**src/rtl/core/vips_pkg.sv**
```systemverilog
// shared types and codes for the virtual irq pending selector
// request codes, source kinds and configuration register indexes
// no dependencies
package vips_pkg;

    typedef logic [2:0] req_t;
    typedef logic [2:0] kind_t;

    localparam req_t REQ_HW_RAISE  = 3'd0;
    localparam req_t REQ_EXT_RAISE = 3'd1;
    localparam req_t REQ_TRAP      = 3'd2;
    localparam req_t REQ_SW_TRAP   = 3'd3;
    localparam req_t REQ_HW_MASK   = 3'd4;
    localparam req_t REQ_EXT_MASK  = 3'd5;
    localparam req_t REQ_ENABLE    = 3'd6;
    localparam req_t REQ_DISPATCH  = 3'd7;

    localparam kind_t KIND_NONE     = 3'd0;
    localparam kind_t KIND_SW_TRAP  = 3'd1;
    localparam kind_t KIND_TRAP     = 3'd2;
    localparam kind_t KIND_EXT_TRAP = 3'd3;
    localparam kind_t KIND_HW_IRQ   = 3'd4;
    localparam kind_t KIND_EXT_IRQ  = 3'd5;

    localparam int CFG_IDX_W  = 1;
    localparam int CFG_DATA_W = 32;
    localparam int WORD_W     = 32;
    localparam int BIT_IDX_W  = 5;
    localparam int SRC_IDX_W  = 8;

    localparam logic [CFG_IDX_W-1:0] CFG_PRIORITY_LOWEST_FIRST = 1'd0;
    localparam logic [CFG_IDX_W-1:0] CFG_EXT_TRAP_BITS         = 1'd1;

endpackage

```
**src/rtl/core/vips_pick.sv**
```systemverilog
// bit priority encoder: lowest or highest set bit of a word
// depends on nothing; instantiated by virtual_irq_pending_selector
module vips_pick #(
    parameter int WIDTH = 32,
    parameter int IDX_W = 5
) (
    input  logic [WIDTH-1:0] word,
    input  logic             lowest_first,
    output logic [IDX_W-1:0] idx
);

    logic [IDX_W-1:0] low_idx;
    logic [IDX_W-1:0] high_idx;

    // last hit wins, so scan direction sets which end has priority
    always_comb
    begin
        low_idx  = '0;
        high_idx = '0;
        for (int i = WIDTH - 1; i >= 0; i--)
        begin
            if (word[i])
            begin
                low_idx = IDX_W'(i);
            end
        end
        for (int i = 0; i < WIDTH; i++)
        begin
            if (word[i])
            begin
                high_idx = IDX_W'(i);
            end
        end
    end

    assign idx = lowest_first ? low_idx : high_idx;

endmodule

```
**src/rtl/core/virtual_irq_pending_selector.sv**
```systemverilog
// virtual interrupt pending and dispatch selector for one guest
// holds pending and mask words, trap flags and the enable flag
// depends on vips_pkg and vips_pick
//
// usage: every input transaction carries one request (raise, trap post,
// mask write, enable write or dispatch) and gives exactly one output
// transaction. event requests return taken 0, kind none, index 0.
// dispatch picks one source: software trap, pending trap, extended trap,
// hardware irq, extended irq, and clears or masks what it selected.
// the result appears in the output register in the cycle after
// acceptance. throughput: one transaction per cycle unless the receiver
// stalls; the state update and selection are one level of priority
// encoding between registers. when the receiver stalls, the output
// register holds its result and in_ready drops until it is taken; a new
// request is accepted in the same cycle the held result leaves.
// reset clears all pending, mask and flag state and the config registers.
// configuration writes on cfg_we are registered, no handshake.
module virtual_irq_pending_selector #(
    parameter int IRQ_BITS = 32
) (
    input  logic                                clk,
    input  logic                                rst_n,
    input  logic                                cfg_we,
    input  logic [vips_pkg::CFG_IDX_W-1:0]      cfg_index,
    input  logic [vips_pkg::CFG_DATA_W-1:0]     cfg_data,
    input  logic                                in_valid,
    output logic                                in_ready,
    input  vips_pkg::req_t                      req_type,
    input  logic [vips_pkg::BIT_IDX_W-1:0]      bit_index,
    input  logic [vips_pkg::WORD_W-1:0]         word_value,
    input  logic                                guest_present,
    input  logic                                hypervisor_context,
    input  logic [7:0]                          trap_number,
    output logic                                out_valid,
    input  logic                                out_ready,
    output logic                                taken,
    output vips_pkg::kind_t                     source_kind,
    output logic [vips_pkg::SRC_IDX_W-1:0]      source_index
);

    localparam int IDX_W = (IRQ_BITS > 1) ? $clog2(IRQ_BITS) : 1;

    // configuration
    logic                                priority_lowest_first_reg;
    logic [vips_pkg::CFG_DATA_W-1:0]     ext_trap_bits_reg;

    // guest state
    logic [IRQ_BITS-1:0] hw_pending_reg,  hw_pending_next;
    logic [IRQ_BITS-1:0] hw_masked_reg,   hw_masked_next;
    logic [IRQ_BITS-1:0] ext_pending_reg, ext_pending_next;
    logic [IRQ_BITS-1:0] ext_masked_reg,  ext_masked_next;
    logic                irqs_enabled_reg, irqs_enabled_next;
    logic                trap_waiting_reg, trap_waiting_next;
    logic                soft_valid_reg,   soft_valid_next;
    logic [7:0]          soft_vector_reg,  soft_vector_next;

    // output register
    logic                               out_valid_reg;
    logic                               taken_reg,  taken_next;
    vips_pkg::kind_t                    kind_reg,   kind_next;
    logic [vips_pkg::SRC_IDX_W-1:0]     index_reg,  index_next;

    logic                in_accept;
    logic [IRQ_BITS-1:0] word_fit;
    logic [IRQ_BITS-1:0] trap_fit;
    logic [IRQ_BITS-1:0] raise_bit;
    logic [IRQ_BITS-1:0] ext_trap_word;
    logic [IRQ_BITS-1:0] hw_word;
    logic [IRQ_BITS-1:0] ext_word;
    logic [IDX_W-1:0]    ext_trap_idx;
    logic [IDX_W-1:0]    hw_idx;
    logic [IDX_W-1:0]    ext_idx;

    assign in_ready  = !out_valid_reg || out_ready;
    assign in_accept = in_valid && in_ready;

    // fit 32-bit words to the irq width: drop high bits or zero extend
    generate
        if (IRQ_BITS <= vips_pkg::WORD_W)
        begin : g_narrow
            assign word_fit = word_value[IRQ_BITS-1:0];
            assign trap_fit = ext_trap_bits_reg[IRQ_BITS-1:0];
        end
        else
        begin : g_wide
            assign word_fit = IRQ_BITS'(word_value);
            assign trap_fit = IRQ_BITS'(ext_trap_bits_reg);
        end
    endgenerate

    // a bit index at or beyond the width shifts out to zero
    assign raise_bit = IRQ_BITS'(1) << bit_index;

    assign ext_trap_word = ext_pending_reg & trap_fit;
    assign hw_word       = hw_pending_reg & ~hw_masked_reg;
    assign ext_word      = ext_pending_reg & ~ext_masked_reg;

    vips_pick #(.WIDTH(IRQ_BITS), .IDX_W(IDX_W)) u_pick_ext_trap (
        .word         (ext_trap_word),
        .lowest_first (priority_lowest_first_reg),
        .idx          (ext_trap_idx)
    );

    vips_pick #(.WIDTH(IRQ_BITS), .IDX_W(IDX_W)) u_pick_hw (
        .word         (hw_word),
        .lowest_first (priority_lowest_first_reg),
        .idx          (hw_idx)
    );

    vips_pick #(.WIDTH(IRQ_BITS), .IDX_W(IDX_W)) u_pick_ext (
        .word         (ext_word),
        .lowest_first (priority_lowest_first_reg),
        .idx          (ext_idx)
    );

    always_comb
    begin
        hw_pending_next   = hw_pending_reg;
        hw_masked_next    = hw_masked_reg;
        ext_pending_next  = ext_pending_reg;
        ext_masked_next   = ext_masked_reg;
        irqs_enabled_next = irqs_enabled_reg;
        trap_waiting_next = trap_waiting_reg;
        soft_valid_next   = soft_valid_reg;
        soft_vector_next  = soft_vector_reg;
        taken_next        = 1'b0;
        kind_next         = vips_pkg::KIND_NONE;
        index_next        = '0;

        unique case (req_type)
            vips_pkg::REQ_HW_RAISE:
            begin
                hw_pending_next = hw_pending_reg | raise_bit;
            end
            vips_pkg::REQ_EXT_RAISE:
            begin
                ext_pending_next = ext_pending_reg | raise_bit;
            end
            vips_pkg::REQ_TRAP:
            begin
                trap_waiting_next = 1'b1;
            end
            vips_pkg::REQ_SW_TRAP:
            begin
                soft_valid_next  = 1'b1;
                soft_vector_next = word_value[7:0];
            end
            vips_pkg::REQ_HW_MASK:
            begin
                hw_masked_next = word_fit;
            end
            vips_pkg::REQ_EXT_MASK:
            begin
                ext_masked_next = word_fit;
            end
            vips_pkg::REQ_ENABLE:
            begin
                irqs_enabled_next = word_value[0];
            end
            vips_pkg::REQ_DISPATCH:
            begin
                if (guest_present && !hypervisor_context)
                begin
                    if (soft_valid_reg)
                    begin
                        soft_valid_next  = 1'b0;
                        soft_vector_next = '0;
                        taken_next       = 1'b1;
                        kind_next        = vips_pkg::KIND_SW_TRAP;
                        index_next       = soft_vector_reg;
                    end
                    else if (trap_waiting_reg)
                    begin
                        trap_waiting_next = 1'b0;
                        irqs_enabled_next = 1'b0;
                        taken_next        = 1'b1;
                        kind_next         = vips_pkg::KIND_TRAP;
                        index_next        = trap_number;
                    end
                    else if (|ext_trap_word)
                    begin
                        // extended traps bypass both mask and enable flag
                        ext_pending_next  = ext_pending_reg & ~(IRQ_BITS'(1) << ext_trap_idx);
                        irqs_enabled_next = 1'b0;
                        taken_next        = 1'b1;
                        kind_next         = vips_pkg::KIND_EXT_TRAP;
                        index_next        = vips_pkg::SRC_IDX_W'(ext_trap_idx);
                    end
                    else if (irqs_enabled_reg && |hw_word)
                    begin
                        hw_pending_next   = hw_pending_reg & ~(IRQ_BITS'(1) << hw_idx);
                        hw_masked_next    = hw_masked_reg | (IRQ_BITS'(1) << hw_idx);
                        irqs_enabled_next = 1'b0;
                        taken_next        = 1'b1;
                        kind_next         = vips_pkg::KIND_HW_IRQ;
                        index_next        = vips_pkg::SRC_IDX_W'(hw_idx);
                    end
                    else if (irqs_enabled_reg && |ext_word)
                    begin
                        ext_pending_next  = ext_pending_reg & ~(IRQ_BITS'(1) << ext_idx);
                        ext_masked_next   = ext_masked_reg | (IRQ_BITS'(1) << ext_idx);
                        irqs_enabled_next = 1'b0;
                        taken_next        = 1'b1;
                        kind_next         = vips_pkg::KIND_EXT_IRQ;
                        index_next        = vips_pkg::SRC_IDX_W'(ext_idx);
                    end
                end
            end
            default:
            begin
            end
        endcase
    end

    always_ff @(posedge clk or negedge rst_n)
    begin
        if (!rst_n)
        begin
            priority_lowest_first_reg <= 1'b0;
            ext_trap_bits_reg         <= '0;
        end
        else if (cfg_we)
        begin
            unique case (cfg_index)
                vips_pkg::CFG_PRIORITY_LOWEST_FIRST:
                begin
                    priority_lowest_first_reg <= cfg_data[0];
                end
                vips_pkg::CFG_EXT_TRAP_BITS:
                begin
                    ext_trap_bits_reg <= cfg_data;
                end
                default:
                begin
                end
            endcase
        end
    end

    always_ff @(posedge clk or negedge rst_n)
    begin
        if (!rst_n)
        begin
            hw_pending_reg   <= '0;
            hw_masked_reg    <= '0;
            ext_pending_reg  <= '0;
            ext_masked_reg   <= '0;
            irqs_enabled_reg <= 1'b0;
            trap_waiting_reg <= 1'b0;
            soft_valid_reg   <= 1'b0;
            soft_vector_reg  <= '0;
        end
        else if (in_accept)
        begin
            hw_pending_reg   <= hw_pending_next;
            hw_masked_reg    <= hw_masked_next;
            ext_pending_reg  <= ext_pending_next;
            ext_masked_reg   <= ext_masked_next;
            irqs_enabled_reg <= irqs_enabled_next;
            trap_waiting_reg <= trap_waiting_next;
            soft_valid_reg   <= soft_valid_next;
            soft_vector_reg  <= soft_vector_next;
        end
    end

    always_ff @(posedge clk or negedge rst_n)
    begin
        if (!rst_n)
        begin
            out_valid_reg <= 1'b0;
        end
        else if (in_ready)
        begin
            out_valid_reg <= in_valid;
        end
    end

    // result payload, loaded with each accepted transaction
    always_ff @(posedge clk)
    begin
        if (in_accept)
        begin
            taken_reg <= taken_next;
            kind_reg  <= kind_next;
            index_reg <= index_next;
        end
    end

    assign out_valid    = out_valid_reg;
    assign taken        = taken_reg;
    assign source_kind  = kind_reg;
    assign source_index = index_reg;

endmodule
```
**config.mk**
```make
export PLATFORM = sky130hd
export DESIGN_NAME = virtual_irq_pending_selector
export DESIGN_NICKNAME = d
export VERILOG_FILES = /design/src/rtl/core/vips_pkg.sv /design/src/rtl/core/vips_pick.sv /design/src/rtl/core/virtual_irq_pending_selector.sv
export SDC_FILE = /design/constraint.sdc
export NUM_CORES = 1
export LEC_CHECK = 0
export BUFFER_PORTS_ARGS = -buffer_cell sky130_fd_sc_hd__buf_2
export CORE_UTILIZATION = 35
export CTS_CLUSTER_SIZE = 16
export DETAILED_ROUTE_END_ITERATION = 10
export MAX_ROUTING_LAYER = met4
export PLACE_DENSITY = 0.63
export SLEW_MARGIN = 20
export SYNTH_ARGS = -nofsm -noshare
export SYNTH_HDL_FRONTEND = slang
export SYNTH_SLANG_ARGS = --single-unit
```
**constraint.sdc**
```tcl
create_clock -name clk -period 4.05 [get_ports clk]
set_clock_uncertainty 0.15 [all_clocks]
set_input_delay 0.2025 -clock clk [delete_from_list [all_inputs] [get_ports clk]]
set_output_delay 0.2025 -clock clk [all_outputs]
set_load 0.03 [all_outputs]
```
== Word level (Yosys, flattened, before mapping) ==
Index checks and enable logic that the tools add are counted.
Storage, ports and cells
  bits of input ports: 88
  output and inout port bits: 14
  bits in registers: 185
  word-level logic and storage cells: 335
Operators by class
  reduce and logical (&&, ||, !) cells: 31
  bitwise operators: 18
  shifts and indexed selects: 4
  equal/unequal tests: 18
  muxes and demuxes: 248
Operators by type and width (number)
  $mux 5: 150
  $mux 32: 22
  $pmux 32 s2: 4
  $and 32x32->32: 6
  $not 32->32: 5
  $or 32x32->32: 4
  $shl 1x5->32 const A: 4
  $mux 4: 24
  $reduce_or 32->1: 3
  $mux 3: 14
  $reduce_or 36->1: 1
  $mux 8: 4
  $reduce_and 7->1: 3
  $mux 1: 18
  $mux 2: 8
  $ne 2x2->1 const B: 8
  $pmux 8 s2: 1
  $reduce_bool 2->1: 7
  $eq 3x3->1 const B: 4
  $reduce_and 4->1: 2
  $reduce_and 8->1: 1
  $eq 3x2->1 const B: 2
  $ne 3x3->1 const B: 2
  $pmux 1 s2: 3
  other kinds (11): 19

== Depth between registers and ports, before layout ==
  depth in word-level cells: 45
  mapped depth: 11
  mapped depth without buffers: 8

== By module ==
From an unflattened synthesis, not the netlist that was laid out.
Second synthesis, totals
  cells, all modules: 1521
  area total of the unflattened synthesis: 12523.3 sq um
By module, submodules not included
  virtual_irq_pending_selector: cells an instance 1167, instances 1, sequential area each 4689.5 sq um, area an instance 10488.8 sq um
  vips_pick: cells an instance 118, instances 3, sequential area each 0.0 sq um, area an instance 678.2 sq um

== Worst setup path before layout ==
No wires, ideal clock.
  kind: register to register
  start point: register hw_pending_reg[4]
  end point: register ext_pending_reg[24]
  period minus slack after synthesis: 3.307 ns
  path buffers: 2
  stages on the path, launching flop included: 11
  path slack: 0.743 ns
  required time: 3.754 ns
  arrival: 3.010 ns
  setup time: 0.146 ns
  cells stage by stage: dfrtp_1 > nor2b_4 > or4_4 > or4_1 > buf_2 > a2111o_1 > a21oi_4 > or3b_1 > buf_6 > nor3_1 > a211oi_1
On the way
  word-level cells in the longest chain between the ends: 5
RTL lines
  from (decl): line virtual_irq_pending_selector.sv:48  | logic [IRQ_BITS-1:0] hw_pending_reg, hw_pending_next;
  from (signal assigned): line virtual_irq_pending_selector.sv:255  | hw_pending_reg <= hw_pending_next;
  $and 32x32->32: line virtual_irq_pending_selector.sv:95  | assign hw_word = hw_pending_reg & ~hw_masked_reg;
  $reduce_or 32->1: line virtual_irq_pending_selector.sv:189  | else if (irqs_enabled_reg && |hw_word)
  $logic_and 1x1->1: line virtual_irq_pending_selector.sv:189
  $ne 3x3->1 (no source line)
  $reduce_and 7->1 (no source line)
  to (signal assigned): line virtual_irq_pending_selector.sv:257  | ext_pending_reg <= ext_pending_next;
  to (decl): line virtual_irq_pending_selector.sv:50  | logic [IRQ_BITS-1:0] ext_pending_reg, ext_pending_next;
No other way between the ends.
A chain may end at the register's enable or synchronous reset.

== Worst setup path in the final report ==
Ends and elaborated chain as after synthesis.

==> impl_metrics.py <==
metrics = {
    "run_status": {
        "violations": "DRC",
        "status": "finished, violations left",
    },
    "pwr": {
        "p_total_mw": 6.61,
        "p_seq_share_pct": 37.9,
        "power_switching_mw": 2.71,
        "irDropWorstVdd_uv": 295,
        "power_density_mw_per_mm2": 482,
        "combPwrFrac_pct": 36.9,
        "power.leakage_nw": 5.61,
        "power.share.clock_pct": 25.3,
        "p_int_mw": 3.90,
        "p_sw_share_pct": 40.9,
    },
    "die": {
        "core_area_mm2": 0.0308,
        "die_x_um": 180,
        "fp-row-count": 64,
        "pin_count": 102,
        "initial_core_util_pct": 35.9,
        "die_h_um": 180,
        "dieArea_mm2": 0.0324,
    },
    "timing": {
        "post-route-min-period_ns": 3.77,
        "final.setup.worst_slack_ns": 0.284,
        "setup_tns_ns": 0,
        "setup_viol": 0,
        "fmax_ghz": 0.266,
        "worst_pin_slew_ns": 1.24,
        "finalCritPeriodShare_pct": 93.0,
        "slew_headroom_pct": 16.8,
        "finalHoldViolations": 0,
        "rsz0062_at_grt": "false",
        "drv_slew": 0,
    },
    "critical_path": {
        "slowest_stage": "or4_1",
        "critical_path_buf_inv_count": 0,
        "crit_chain": "nor2b_4 > or4_4 > or4_1 > a2111o_1 > a21oi_4 > or3b_1 > nor3_1 > a211oi_1",
        "critPathMaxFanout": 9,
        "cp-start-kind": "register",
        "slowest_delay_ns": 0.63,
        "path_class": "register to register",
        "required_ns": 4.19,
        "cp_top_family": "simple AND/OR/NAND/NOR gates",
        "cp-end-kind": "register",
        "crit_arrival_ns": 3.91,
    },
    "yosys": {
        "synth_seq_cells": 185,
        "syn_nets": 1303,
        "postSynthCellCount": 1215,
        "ys_seq_area_share_pct": 42.3,
        "postSynth.asyncResetShare_pct": 93.5,
        "synthAdderAreaFrac_pct": 0,
        "syn_area_per_cell_um2": 9.12,
        "synth_warnings": 0,
        "synth_mux_area_share_pct": 7.59,
        "synth_flop_cell": "dfrtp_1",
        "synth_top_family_by_area": "compound AO/OA/AOI/OAI gates",
        "synth_compound_area_share_pct": 26.2,
        "synth-edff-count": 12,
        "syn-cell-area_mm2": 0.0111,
        "yosys.area_share.xor_xnor_pct": 0,
        "ys_types": 71,
        "synth_simple_gate_area_share_pct": 22.1,
    },
    "placement": {
        "pre_cts_ws_ns": 0.320,
        "io_buffers": 101,
        "place.gp.congestion": 1.04,
        "placed_cell_area_mm2": 0.0124,
        "dp_hpwl_um": 34500,
    },
    "routing": {
        "ant_nets": 0,
        "num_vias": 11400,
        "vias_per_cell": 6.20,
        "route.detailed.drc": 1,
        "wirelength_um": 45000,
        "drtIter0Drc": 1441,
        "routedWlPerCell_um": 24.5,
        "first_pass_iters": 8,
    },
    "cts": {
        "path_clk_slew_ns": 0.08,
        "root_buffer": "clkbuf_16",
        "cts_tree": "yes",
        "cts_sinks": 185,
        "cts_made_buffers": 17,
        "cts-resized-gates": 0,
        "insertion_delay_ns": 0.45,
        "cts_buffer_depth": 2,
        "htree_num_levels": 4,
    },
    "hold_path": {
        "min_path_type": "input port to register",
    },
    "cells_and_area": {
        "fin_nets": 1517,
        "fill_cells": 2944,
        "syn2layout_area_growth_pct": 23.8,
        "drive_gt1_share_pct": 17.0,
        "final_common_cell": "dfrtp_1",
        "fin_area_mm2": 0.0137,
        "final_cell_mix": "dfrtp_1, a21oi_1, buf_2, nand2_1, nor2_1",
        "fin_util_pct": 44.5,
    },
    "global_route": {
        "grt.total_usage_pct": 28.6,
        "grt_antenna_before_repair": 1,
        "grt_pass1_vias": 10800,
        "grt.overflow.total": 0,
        "grt_pass1_wl_um": 67500,
        "grt_max_degree": 106,
    },
    "run": {
        "max_cap_viol_count": 0,
    },
}
## worst reg2reg max path: stages, from the launching register on
cell and delay [ns]:
dfrtp_1 0.40, nor2b_4 0.14, or4_4 0.57, or4_1 0.63, a2111o_1 0.49, a21oi_4 0.30, or3b_1 0.59, nor3_1 0.27
a211oi_1 0.07
## stage by stage
step,std cells,hold slack [ns]
after floorplan,1215,-0.243
after global placement,1732,0.245
after detailed placement,1732,0.246
after CTS,1837,0.0169
after global routing,1839,0.0346
final,1839,0.0172
## repair_timing
item | CTS | global route
hold endpoints to repair | 211 | 0
buffers inserted | 0 | 0
hold buffers | 73 | 0
## Yosys cell counts (all sizes together) (24+ instances only)
master | number | area [um2]
a21oi | 145 | 737
nand4 | 24 | 150
nand2 | 90 | 338
dfrtp | 173 | 4330
nor3 | 36 | 180
nor2 | 94 | 383
mux2 | 32 | 360
nand2b | 69 | 432
mux2i | 48 | 480
nor2b | 48 | 315
a211oi | 39 | 293
o21ai | 90 | 454
## power groups by stage
stage / Combinational (mW) / Sequential, mW / Clock [mW]
4_1_cts: 2.36 / 2.49 / 1.68
3_5_place_dp: 2.29 / 2.53 / 0
5_1_grt: 2.59 / 2.53 / 1.77
3_3_place_gp: 2.28 / 2.52 / 0
2_1_floorplan: 1.43 / 2.40 / 0
6_report: 2.44 / 2.50 / 1.67
## cell type report
| class | instances | area, um2 | share of cell area [%] |
|---|---|---|---|
| timing repair buffer | 230 | 1700 | 12.4 |
| antenna | 1 | 2.50 | 0.0183 |
| multi-input combinational | 984 | 6210 | 45.3 |
| sequential | 185 | 4690 | 34.2 |
| clock inverter | 15 | 150 | 1.10 |
| inverter | 11 | 41.3 | 0.301 |
| clock buffer | 17 | 425 | 3.10 |
| tap | 396 | 495 | 3.61 |
## per-layer routing
metal,wire (um),track usage (%)
met1,19000,37.9
met2,20500,43.2
met3,3950,5.21
met4,1590,11.2
met5,0,-
## cell families after synthesis
kind of cell / after synthesis
and+or+nand+nor: 457
AOI/OAI and AO/OA: 447
DFF: 185
muxes: 80
buffers and inverters: 46
## worst paths after layout
path / startpoint / to / slack, ns / cells after the start
worst max register to register: hw_pending_reg[4] / ext_pending_reg[24] / 0.28 / 8
max in group asynchronous: rst_n / hw_pending_reg[3] / 2.85 / 3
worst max-delay path: hw_pending_reg[4] / ext_pending_reg[24] / 0.28 / 8
worst min-delay path: trap_number[1] / source_index[1] / 0.02 / 3
min in group asynchronous: rst_n / ext_trap_bits_reg[21] / 0.13 / 2
worst min register to register: hw_masked_reg[14] / hw_masked_reg[14] / 0.35 / 2
No activity file was read; power rests on OpenSTA's default activity.
